`src/rtl/i2cms_pkg.sv`:
```
// Package with word types, command codes and timing constants of the I2C bit sequencer
package i2cms_pkg;

    localparam int NUM_PORTS  = 3;
    localparam int LINE_W     = 3;
    localparam int PORT_W     = 2;
    localparam int PHASE_W    = 5;

    localparam logic [LINE_W-1:0] PORT_MASK = LINE_W'((1 << NUM_PORTS) - 1);
    localparam logic [7:0]        TX_MSB    = 8'h80;
    localparam logic [2:0]        LAST_BIT  = 3'd7;

    typedef enum logic [2:0] {
        FN_START     = 3'd0,
        FN_STOP      = 3'd1,
        FN_WRITE     = 3'd2,
        FN_READ      = 3'd3,
        FN_WAIT_ACK  = 3'd4,
        FN_SEND_ACK  = 3'd5,
        FN_SEND_NACK = 3'd6,
        FN_INVALID   = 3'd7
    } i2c_func_t;

    typedef struct packed {
        logic              cmd_valid;
        logic [2:0]        func;
        logic [PORT_W-1:0] port;
        logic [7:0]        tx_byte;
        logic [LINE_W-1:0] sda_sample;
    } in_word_t;

    typedef struct packed {
        logic [LINE_W-1:0] scl_lines;
        logic [LINE_W-1:0] sda_lines;
        logic              busy_res;
        logic              done_res;
        logic [7:0]        rx_byte;
        logic              nack_seen;
    } out_word_t;

    // Number of ticks each command takes
    function automatic logic [PHASE_W-1:0] cmd_len(input i2c_func_t fn);
        logic [PHASE_W-1:0] len;
        case (fn)
            FN_START:     len = 5'd3;
            FN_STOP:      len = 5'd2;
            FN_WRITE:     len = 5'd24;
            FN_READ:      len = 5'd16;
            FN_WAIT_ACK:  len = 5'd3;
            FN_SEND_ACK:  len = 5'd4;
            FN_SEND_NACK: len = 5'd3;
            default:      len = 5'd3;
        endcase
        return len;
    endfunction

endpackage

```
`src/rtl/i2c_master_bit_sequencer_core.sv`:
```
// I2C master bit sequencer: one bus tick per input word, one result word per tick.
// Each accepted word's result is registered: in the result register, or in the skid entry while the output stalls.
// Throughput: one word per cycle while the skid entry is free; the tick logic is a single pass from state to result.
// A two-entry output buffer (result register plus skid) keeps input open while a result waits.
// Reset (rst_n low, asynchronous): idle, lines released, read and ack state cleared, buffer empty.
module i2c_master_bit_sequencer_core (
    input  logic                 clk,
    input  logic                 rst_n,
    input  logic                 in_valid,
    output logic                 in_ready,
    input  i2cms_pkg::in_word_t  in_word,
    output logic                 out_valid,
    input  logic                 out_ready,
    output i2cms_pkg::out_word_t out_word
);
    import i2cms_pkg::*;

    // Sequencer state
    i2c_func_t          cmd_reg,   cmd_next;
    logic [PORT_W-1:0]  port_reg,  port_next;
    logic [PHASE_W-1:0] phase_reg, phase_next;
    logic [1:0]         sub_reg,   sub_next;
    logic               busy_reg,  busy_next;
    logic [7:0]         shift_reg, shift_next;
    logic               ack_reg,   ack_next;
    logic [7:0]         tx_reg,    tx_next;
    logic [LINE_W-1:0]  scl_reg,   scl_next;
    logic [LINE_W-1:0]  sda_reg,   sda_next;

    // Output buffer
    out_word_t out_word_reg,  out_word_next;
    logic      out_valid_reg, out_valid_next;
    out_word_t skid_word_reg, skid_word_next;
    logic      skid_valid_reg, skid_valid_next;

    logic      in_acc;
    logic      start_ok;
    logic      done;
    out_word_t result;

    // Drive or release one port's line
    function automatic logic [LINE_W-1:0] put_bit(
        input logic [LINE_W-1:0] lines,
        input logic [PORT_W-1:0] prt,
        input logic              v
    );
        logic [LINE_W-1:0] m;
        m = LINE_W'(1) << prt;
        return (v ? (lines | m) : (lines & ~m)) & PORT_MASK;
    endfunction

    assign in_ready = !skid_valid_reg;
    assign in_acc   = in_valid && in_ready;

    // Run one tick: take a new command when idle, then step the active one
    always_comb
    begin
        logic              smp;
        logic [PHASE_W-1:0] ph;
        logic [1:0]        sub;
        start_ok = !busy_reg && in_word.cmd_valid
                   && (i2c_func_t'(in_word.func) != FN_INVALID)
                   && (32'(in_word.port) < NUM_PORTS);
        cmd_next   = cmd_reg;
        port_next  = port_reg;
        phase_next = phase_reg;
        sub_next   = sub_reg;
        busy_next  = busy_reg;
        shift_next = shift_reg;
        ack_next   = ack_reg;
        tx_next    = tx_reg;
        scl_next   = scl_reg;
        sda_next   = sda_reg;
        done       = 1'b0;

        if (start_ok)
        begin
            cmd_next   = i2c_func_t'(in_word.func);
            port_next  = in_word.port;
            phase_next = '0;
            sub_next   = '0;
            busy_next  = 1'b1;
            if (i2c_func_t'(in_word.func) == FN_WRITE)
                tx_next = in_word.tx_byte;
            if (i2c_func_t'(in_word.func) == FN_READ)
                shift_next = '0;
        end

        ph  = phase_next;
        sub = sub_next;
        smp = in_word.sda_sample[port_next];

        if (busy_next)
        begin
            case (cmd_next)
                FN_START:
                begin
                    if (ph == 5'd0)
                    begin
                        sda_next = put_bit(sda_next, port_next, 1'b1);
                        scl_next = put_bit(scl_next, port_next, 1'b1);
                    end
                    else if (ph == 5'd1)
                        sda_next = put_bit(sda_next, port_next, 1'b0);
                    else
                        scl_next = put_bit(scl_next, port_next, 1'b0);
                end
                FN_STOP:
                begin
                    if (ph == 5'd0)
                    begin
                        sda_next = put_bit(sda_next, port_next, 1'b0);
                        scl_next = put_bit(scl_next, port_next, 1'b1);
                    end
                    else
                        sda_next = put_bit(sda_next, port_next, 1'b1);
                end
                FN_WRITE:
                begin
                    if (sub == 2'd0)
                        sda_next = put_bit(sda_next, port_next, (tx_next & TX_MSB) != 8'd0);
                    else if (sub == 2'd1)
                        scl_next = put_bit(scl_next, port_next, 1'b1);
                    else
                    begin
                        scl_next = put_bit(scl_next, port_next, 1'b0);
                        // Release SDA at the close of the last bit
                        if (ph == 5'd23)
                            sda_next = put_bit(sda_next, port_next, 1'b1);
                        tx_next = {tx_next[6:0], 1'b0};
                    end
                end
                FN_READ:
                begin
                    if (!ph[0])
                    begin
                        scl_next   = put_bit(scl_next, port_next, 1'b1);
                        shift_next = {shift_next[6:0], smp};
                    end
                    else
                        scl_next = put_bit(scl_next, port_next, 1'b0);
                end
                FN_WAIT_ACK:
                begin
                    if (ph == 5'd0)
                        sda_next = put_bit(sda_next, port_next, 1'b1);
                    else if (ph == 5'd1)
                    begin
                        scl_next = put_bit(scl_next, port_next, 1'b1);
                        ack_next = smp;
                    end
                    else
                        scl_next = put_bit(scl_next, port_next, 1'b0);
                end
                FN_SEND_ACK:
                begin
                    if (ph == 5'd0)
                        sda_next = put_bit(sda_next, port_next, 1'b0);
                    else if (ph == 5'd1)
                        scl_next = put_bit(scl_next, port_next, 1'b1);
                    else if (ph == 5'd2)
                        scl_next = put_bit(scl_next, port_next, 1'b0);
                    else
                        sda_next = put_bit(sda_next, port_next, 1'b1);
                end
                default:
                begin
                    if (ph == 5'd0)
                        sda_next = put_bit(sda_next, port_next, 1'b1);
                    else if (ph == 5'd1)
                        scl_next = put_bit(scl_next, port_next, 1'b1);
                    else
                        scl_next = put_bit(scl_next, port_next, 1'b0);
                end
            endcase

            // Advance the phase and finish on the last tick
            phase_next = ph + 5'd1;
            sub_next   = (sub == 2'd2) ? 2'd0 : sub + 2'd1;
            if (phase_next >= cmd_len(cmd_next))
            begin
                busy_next  = 1'b0;
                phase_next = '0;
                sub_next   = '0;
                done       = 1'b1;
            end
        end

        result.scl_lines = scl_next;
        result.sda_lines = sda_next;
        result.busy_res  = busy_next;
        result.done_res  = done;
        result.rx_byte   = shift_next;
        result.nack_seen = ack_next;
    end

    // Steer results into the output register or the skid entry
    always_comb
    begin
        out_word_next   = out_word_reg;
        out_valid_next  = out_valid_reg;
        skid_word_next  = skid_word_reg;
        skid_valid_next = skid_valid_reg;
        if (!out_valid_reg || out_ready)
        begin
            out_valid_next  = skid_valid_reg || in_acc;
            out_word_next   = skid_valid_reg ? skid_word_reg : result;
            skid_valid_next = 1'b0;
        end
        else if (in_acc)
        begin
            skid_word_next  = result;
            skid_valid_next = 1'b1;
        end
    end

    // Hold sequencer state; update only on an accepted word
    always_ff @(posedge clk or negedge rst_n)
    begin
        if (!rst_n)
        begin
            cmd_reg   <= FN_START;
            port_reg  <= '0;
            phase_reg <= '0;
            sub_reg   <= '0;
            busy_reg  <= 1'b0;
            shift_reg <= '0;
            ack_reg   <= 1'b0;
            tx_reg    <= '0;
            scl_reg   <= PORT_MASK;
            sda_reg   <= PORT_MASK;
        end
        else if (in_acc)
        begin
            cmd_reg   <= cmd_next;
            port_reg  <= port_next;
            phase_reg <= phase_next;
            sub_reg   <= sub_next;
            busy_reg  <= busy_next;
            shift_reg <= shift_next;
            ack_reg   <= ack_next;
            tx_reg    <= tx_next;
            scl_reg   <= scl_next;
            sda_reg   <= sda_next;
        end
    end

    // Buffer valid flags
    always_ff @(posedge clk or negedge rst_n)
    begin
        if (!rst_n)
        begin
            out_valid_reg  <= 1'b0;
            skid_valid_reg <= 1'b0;
        end
        else
        begin
            out_valid_reg  <= out_valid_next;
            skid_valid_reg <= skid_valid_next;
        end
    end

    // Buffer payload
    always_ff @(posedge clk)
    begin
        out_word_reg  <= out_word_next;
        skid_word_reg <= skid_word_next;
    end

    assign out_valid = out_valid_reg;
    assign out_word  = out_word_reg;

endmodule

```
`config.mk`:
```
export PLATFORM = sky130hd
export DESIGN_NAME = i2c_master_bit_sequencer_core
export DESIGN_NICKNAME = d
export VERILOG_FILES = /design/src/rtl/i2cms_pkg.sv /design/src/rtl/i2c_master_bit_sequencer_core.sv
export SDC_FILE = /design/constraint.sdc
export NUM_CORES = 1
export LEC_CHECK = 0
export ABC_AREA = 1
export BUFFER_PORTS_ARGS = -buffer_cell sky130_fd_sc_hd__buf_2
export CAP_MARGIN = 20
export CORE_UTILIZATION = 45
export DETAILED_ROUTE_END_ITERATION = 10
export SYNTH_ARGS = -nofsm -noshare
export SYNTH_HDL_FRONTEND = slang
export SYNTH_SLANG_ARGS = --single-unit
```
`constraint.sdc`:
```
create_clock -name clk -period 3.8 [get_ports clk]
set_input_delay 0.76 -clock clk [delete_from_list [all_inputs] [get_ports clk]]
set_output_delay 0.76 -clock clk [all_outputs]
set_load 0.1 [all_outputs]
```
---- Word level (Yosys, flattened, before mapping) ----
Cells that the tools add are included.
word-level totals
  input port bits ......................... 21
  output and inout port bits .............. 19
  register bits after elaboration ......... 72
operators by class
  eq/ne operators ......................... 13
  reduce and logical (&&, ||, !) cells .... 14
  $add $sub $neg .......................... 2
  bitwise operators ....................... 6
  shift-type cells ........................ 1
  mux-type cells .......................... 62
  magnitude comparators ................... 3
operators by type and width
  cell                 number
  $mux 8               11
  $mux 3               25
  $pmux 3 s5           2
  $mux 5               4
  $pmux 5 s4           1
  $mux 17              1
  $eq 3x2->1 const B   4
  $mux 1               12
  $mux 2               5
  $and 3x3->3          2
  $eq 3x3->1 const B   2
  $or 3x3->3           2
  $add 5x1->5 const B  1
  $eq 5x1->1 const B   1
  $eq 5x2->1 const B   1
  $eq 5x5->1 const B   1
  $ge 5x5->1           1
  $logic_not 5->1      1
  $logic_and 1x1->1    4
  $eq 3x1->1 const B   1
  $logic_not 1->1      3
  $logic_not 3->1      1
  $lt 2x3->1 const B   1
  $ne 3x3->1 const B   1
  12 further kinds     13

---- Logic depth before layout (Yosys ltp) ----
  depth after elaboration ................. 14
  mapped depth ............................ 20
  mapped depth without buffers ............ 20

---- Least setup slack after synthesis ----
Ideal clock, no wire load.
  path type ............................... input-to-reg
  from .................................... input port in_word[14] (netlist name)
  to ...................................... register phase_reg[2]
  path slack .............................. 835 ps
  setup time .............................. 101 ps
  stages on the path ...................... 19
  arrival time ............................ 2865 ps
  buffers on the path ..................... 0
  cell sequence ........................... nand3_2 > nand3_2 > nand2_1 > nor2_1 > nand2_1 > nor2_1 > inv_1 > nand2_1 > o21a_1 > inv_1 > ha_1 > nand2_1 > inv_1 > o21ai_0 > o211a_1 > nand2_1 > nor2_1 > nand2_1 > o32ai_1
between the ends
  cells in the longest elaborated chain, start to end .. 10
  elaborated cells between the ends (all ways) .. 16
RTL lines
  element                                   line                                  text
  start, declared                           i2c_master_bit_sequencer_core.sv:11   input i2cms_pkg::in_word_t in_word,
  $ne 3x3->1                                i2c_master_bit_sequencer_core.sv:62   && (i2c_func_t'(in_word.func) != FN_INVALID)
  $logic_and 1x1->1                         i2c_master_bit_sequencer_core.sv:62
  $logic_and 1x1->1                         i2c_master_bit_sequencer_core.sv:63   && (32'(in_word.port) < NUM_PORTS);
  $mux 3                                    i2c_master_bit_sequencer_core.sv:76   if (start_ok)
  $eq 3x3->1, or another cell as far along  i2cms_pkg.sv:44                       case (fn)
  $pmux 5 s4                                i2cms_pkg.sv:44
  $mux 5                                    i2c_master_bit_sequencer_core.sv:93   if (busy_next)
  $ge 5x5->1                                i2c_master_bit_sequencer_core.sv:180  if (phase_next >= cmd_len(cmd_next))
  $mux 5                                    i2c_master_bit_sequencer_core.sv:180
  $mux 5 *                                  i2c_master_bit_sequencer_core.sv:93
  end signal, assigned                      i2c_master_bit_sequencer_core.sv:237  phase_reg <= phase_next;
  end, declared                             i2c_master_bit_sequencer_core.sv:21   logic [PHASE_W-1:0] phase_reg, phase_next;
Mark *: on every way between the ends. The rest lies on a longest branch, timed or not. The select of a mux whose other input is x is not followed.
A chain may end at the register's enable or synchronous reset.

---- Final worst setup path ----
Ends and elaborated chain as after synthesis.

==> flow_summary.toml <==
[pwr]
power.density_nw_per_um2 = 771
total_leakage_power_nw = 2.43
ir_drop_mv = 0.456

[grt]
grt_pass1_vias = 3586
busiest_layer = "met2"
antenna_found_initial = 0
grt_pass1_wl_mm = 17.9
grt_use_met2_pct = 35.1
gr-usage-met1_pct = 33.4
grt_use_total_pct = 23.0
grt_remaining_overflow = 0
grt_use_met3_pct = 3.83
grt_max_degree = 39

[clocking]
cts_sinks = 72
h-tree-depth = 3
hold_buffers = 0
path_clk_slew_ns = 0.09
cts_setup_buffers = 0
cts_buffers = 9
cts_resized = 0
clk_path_buf_depth = 2
worstSkewPairLatency_ns = 0.35
cts_tree = "built"
cts-root-buf = "clkbuf_8"

[floorplan]
placementRows = 35
die_area_um2 = 9990
die_w_um = 100
core_um2 = 9280
ios = 40
floorplan.initialDensity_pct = 46.5
dieHeight_um = 100

[worst_hold_path]
hold_start = "sda_reg[2]"
hp-class = "reg -> reg"

[layout]
final_nets = 649
final_cell_mix = "nand2_1, inv_1, nand3_1"
final_common_cell = "nand2_1"
drive_gt1_share_pct = 16.6
final_cells = 757
syn2layout_area_growth_pct = 13.2
fill_cells = 917
antenna_cells = 0

[critical_path]
worst-path-buf-inv = 4
r2r-start = "busy_reg"
crit_top_cell = "nand2_1"
end_kind = "flip-flop"
crit_path_start = "in_word[14]"
critPathMaxFanout = 17
worstSetupPathType = "in -> reg"
cp.arrival_ns = 3.58
cp_top_family = "simple AND/OR/NAND/NOR gates"
crit_slowest_cell = "ha_1"
startpoint_type = "input port"
critical_path_required_ns = 4.05
path_cells = "buf_2 -> nand3_2 -> nand3_2 -> nand2_1 -> nor2_1 -> nand2_1 -> nor2_1 -> inv_1 -> nand2_1 -> o21a_1 -> inv_1 -> ha_1 -> nand2_1 -> inv_1 -> o21ai_0 -> o211a_1 -> nand2_1 -> nor2_1 -> nand2_1 -> o32ai_1"
crit_path_max_incr_delay_ns = 0.32

[synthesis]
yosysSeqAreaShare_pct = 45.8
avgSynthCellArea_um2 = 7.48
netlist_area_um2 = 4320
synthCells = 577
synth_warnings = 0
yosys.area_share.simple_pct = 33.6
synth_mux_area_share_pct = 0
synth_compound_area_share_pct = 11.2
syn-num-nets = 603
synthAdderAreaFrac_pct = 1.45
synth_top_family_by_area = "simple AND/OR/NAND/NOR gates"
synth_xor_area_share_pct = 0
yosys.cell_types.count = 34
ys_ff_latch = 72

[drt]
wire_per_inst_um = 13.9
drt-initial-drc-count = 306
drc = 0
wl_mm = 10.5
via_per_inst = 5.12
vias = 3875
drtAntennaViolNets = 0
dr.pass1.iters = 7

[place]
place_inst = 741
port_buffers = 39
gp_congestion = 0.955
dpl.hpwl_mm = 7.76

[timing]
slew_headroom_pct = 38.9
maxSlewViolCount = 0
worstMarginPinSlew_ns = 0.916
setup_violations = 0
max_freq_ghz = 0.300
period_minus_slack_ns = 3.34
skew_ns = 0.0117
min_period_over_period_pct = 87.8
rsz0062_at_grt = "no"
tns_ns = 0
finalHoldViolCount = 0

[outcome]
status = "completed"

[run]
maxCapViolations = 0
## cell usage after synthesis, drive strengths merged
| master | instances | area (um2) |
|---|---|---|
| nand2 | 214 | 828 |
| inv | 75 | 284 |
| nand3 | 65 | 355 |
| o21ai | 63 | 338 |
| nor2 | 36 | 185 |
| edfxtp | 34 | 1020 |
| dfrtp | 32 | 801 |
| clkbuf | 10 | 37.5 |
| a21oi | 9 | 45.0 |
| dfstp | 6 | 158 |
| nand4 | 6 | 37.5 |
| ha | 5 | 62.6 |
| o22ai | 5 | 31.3 |
| a22oi | 3 | 22.5 |
| nor3 | 3 | 26.3 |
| and2 | 2 | 12.5 |
| buf | 2 | 16.3 |
| o21a | 2 | 15.0 |
| nand3b | 1 | 7.51 |
| o211a | 1 | 10.0 |
| o211ai | 1 | 7.51 |
| o31ai | 1 | 7.51 |
| o32ai | 1 | 8.76 |
## worst min-delay path, cell delays in order (launching register included)
cell	delay [ns]
dfstp_2	0.38
nand2_1	0.06
nand2_1	0.05
## area by class of cell
| type | instances | area, um2 | area share, % |
|---|---|---|---|
| sequential | 72 | 1980 | 40.5 |
| inverter | 75 | 284 | 5.81 |
| multi-input combinational | 418 | 2000 | 40.9 |
| tap | 129 | 161 | 3.30 |
| clock buffer | 9 | 124 | 2.53 |
| timing repair buffer | 47 | 255 | 5.22 |
| clock inverter | 7 | 85.1 | 1.74 |
## through the flow
stage / power, mW / utilization [%] / area (um2) / hold slack, ns / setup slack [ns]
3_5_place_dp: 3.10 / 50.4 / 4680 / 0.465 / 0.169
6_report: 3.77 / 52.7 / 4890 / 0.480 / 0.463
3_3_place_gp: 3.10 / 50.4 / 4680 / 0.461 / 0.301
5_1_grt: 4.07 / 52.7 / 4890 / 0.507 / 0.0739
4_1_cts: 3.76 / 52.7 / 4890 / 0.479 / 0.515
2_1_floorplan: 2.68 / - / 4320 / 0.449 / 0.835
## metal layers
metal / share of wire [%] / vias up
met3: 6.2 / 15
met5: 0 / -
met4: 1.4 / 0
met2: 44 / 149
li1: - / 1977
met1: 48 / 1734
## path summary, 6_finish.rpt
path,endpoint,slack (ns),depth (start not counted)
max,phase_reg[2],0.46,20
max in group asynchronous,skid_valid_reg,2.68,1
min,sda_reg[2],0.48,2
max reg2reg,phase_reg[2],0.53,15
min in group asynchronous,phase_reg[0],0.53,1
min reg2reg,sda_reg[2],0.48,2
## cells by family after synthesis
group	after synthesis
AO/OA/AOI/OAI	86
flip-flops	72
adder cells (fa/ha/maj)	5
buffers and inverters	87
AND/OR/NAND/NOR	327
## report_power, final
| part | switching (mW) | internal, mW |
|---|---|---|
| Clock | 0.335 | 0.317 |
| Sequential | 0.104 | 1.07 |
| Combinational | 1.44 | 0.499 |
No activity file was read; power rests on OpenSTA's default activity.
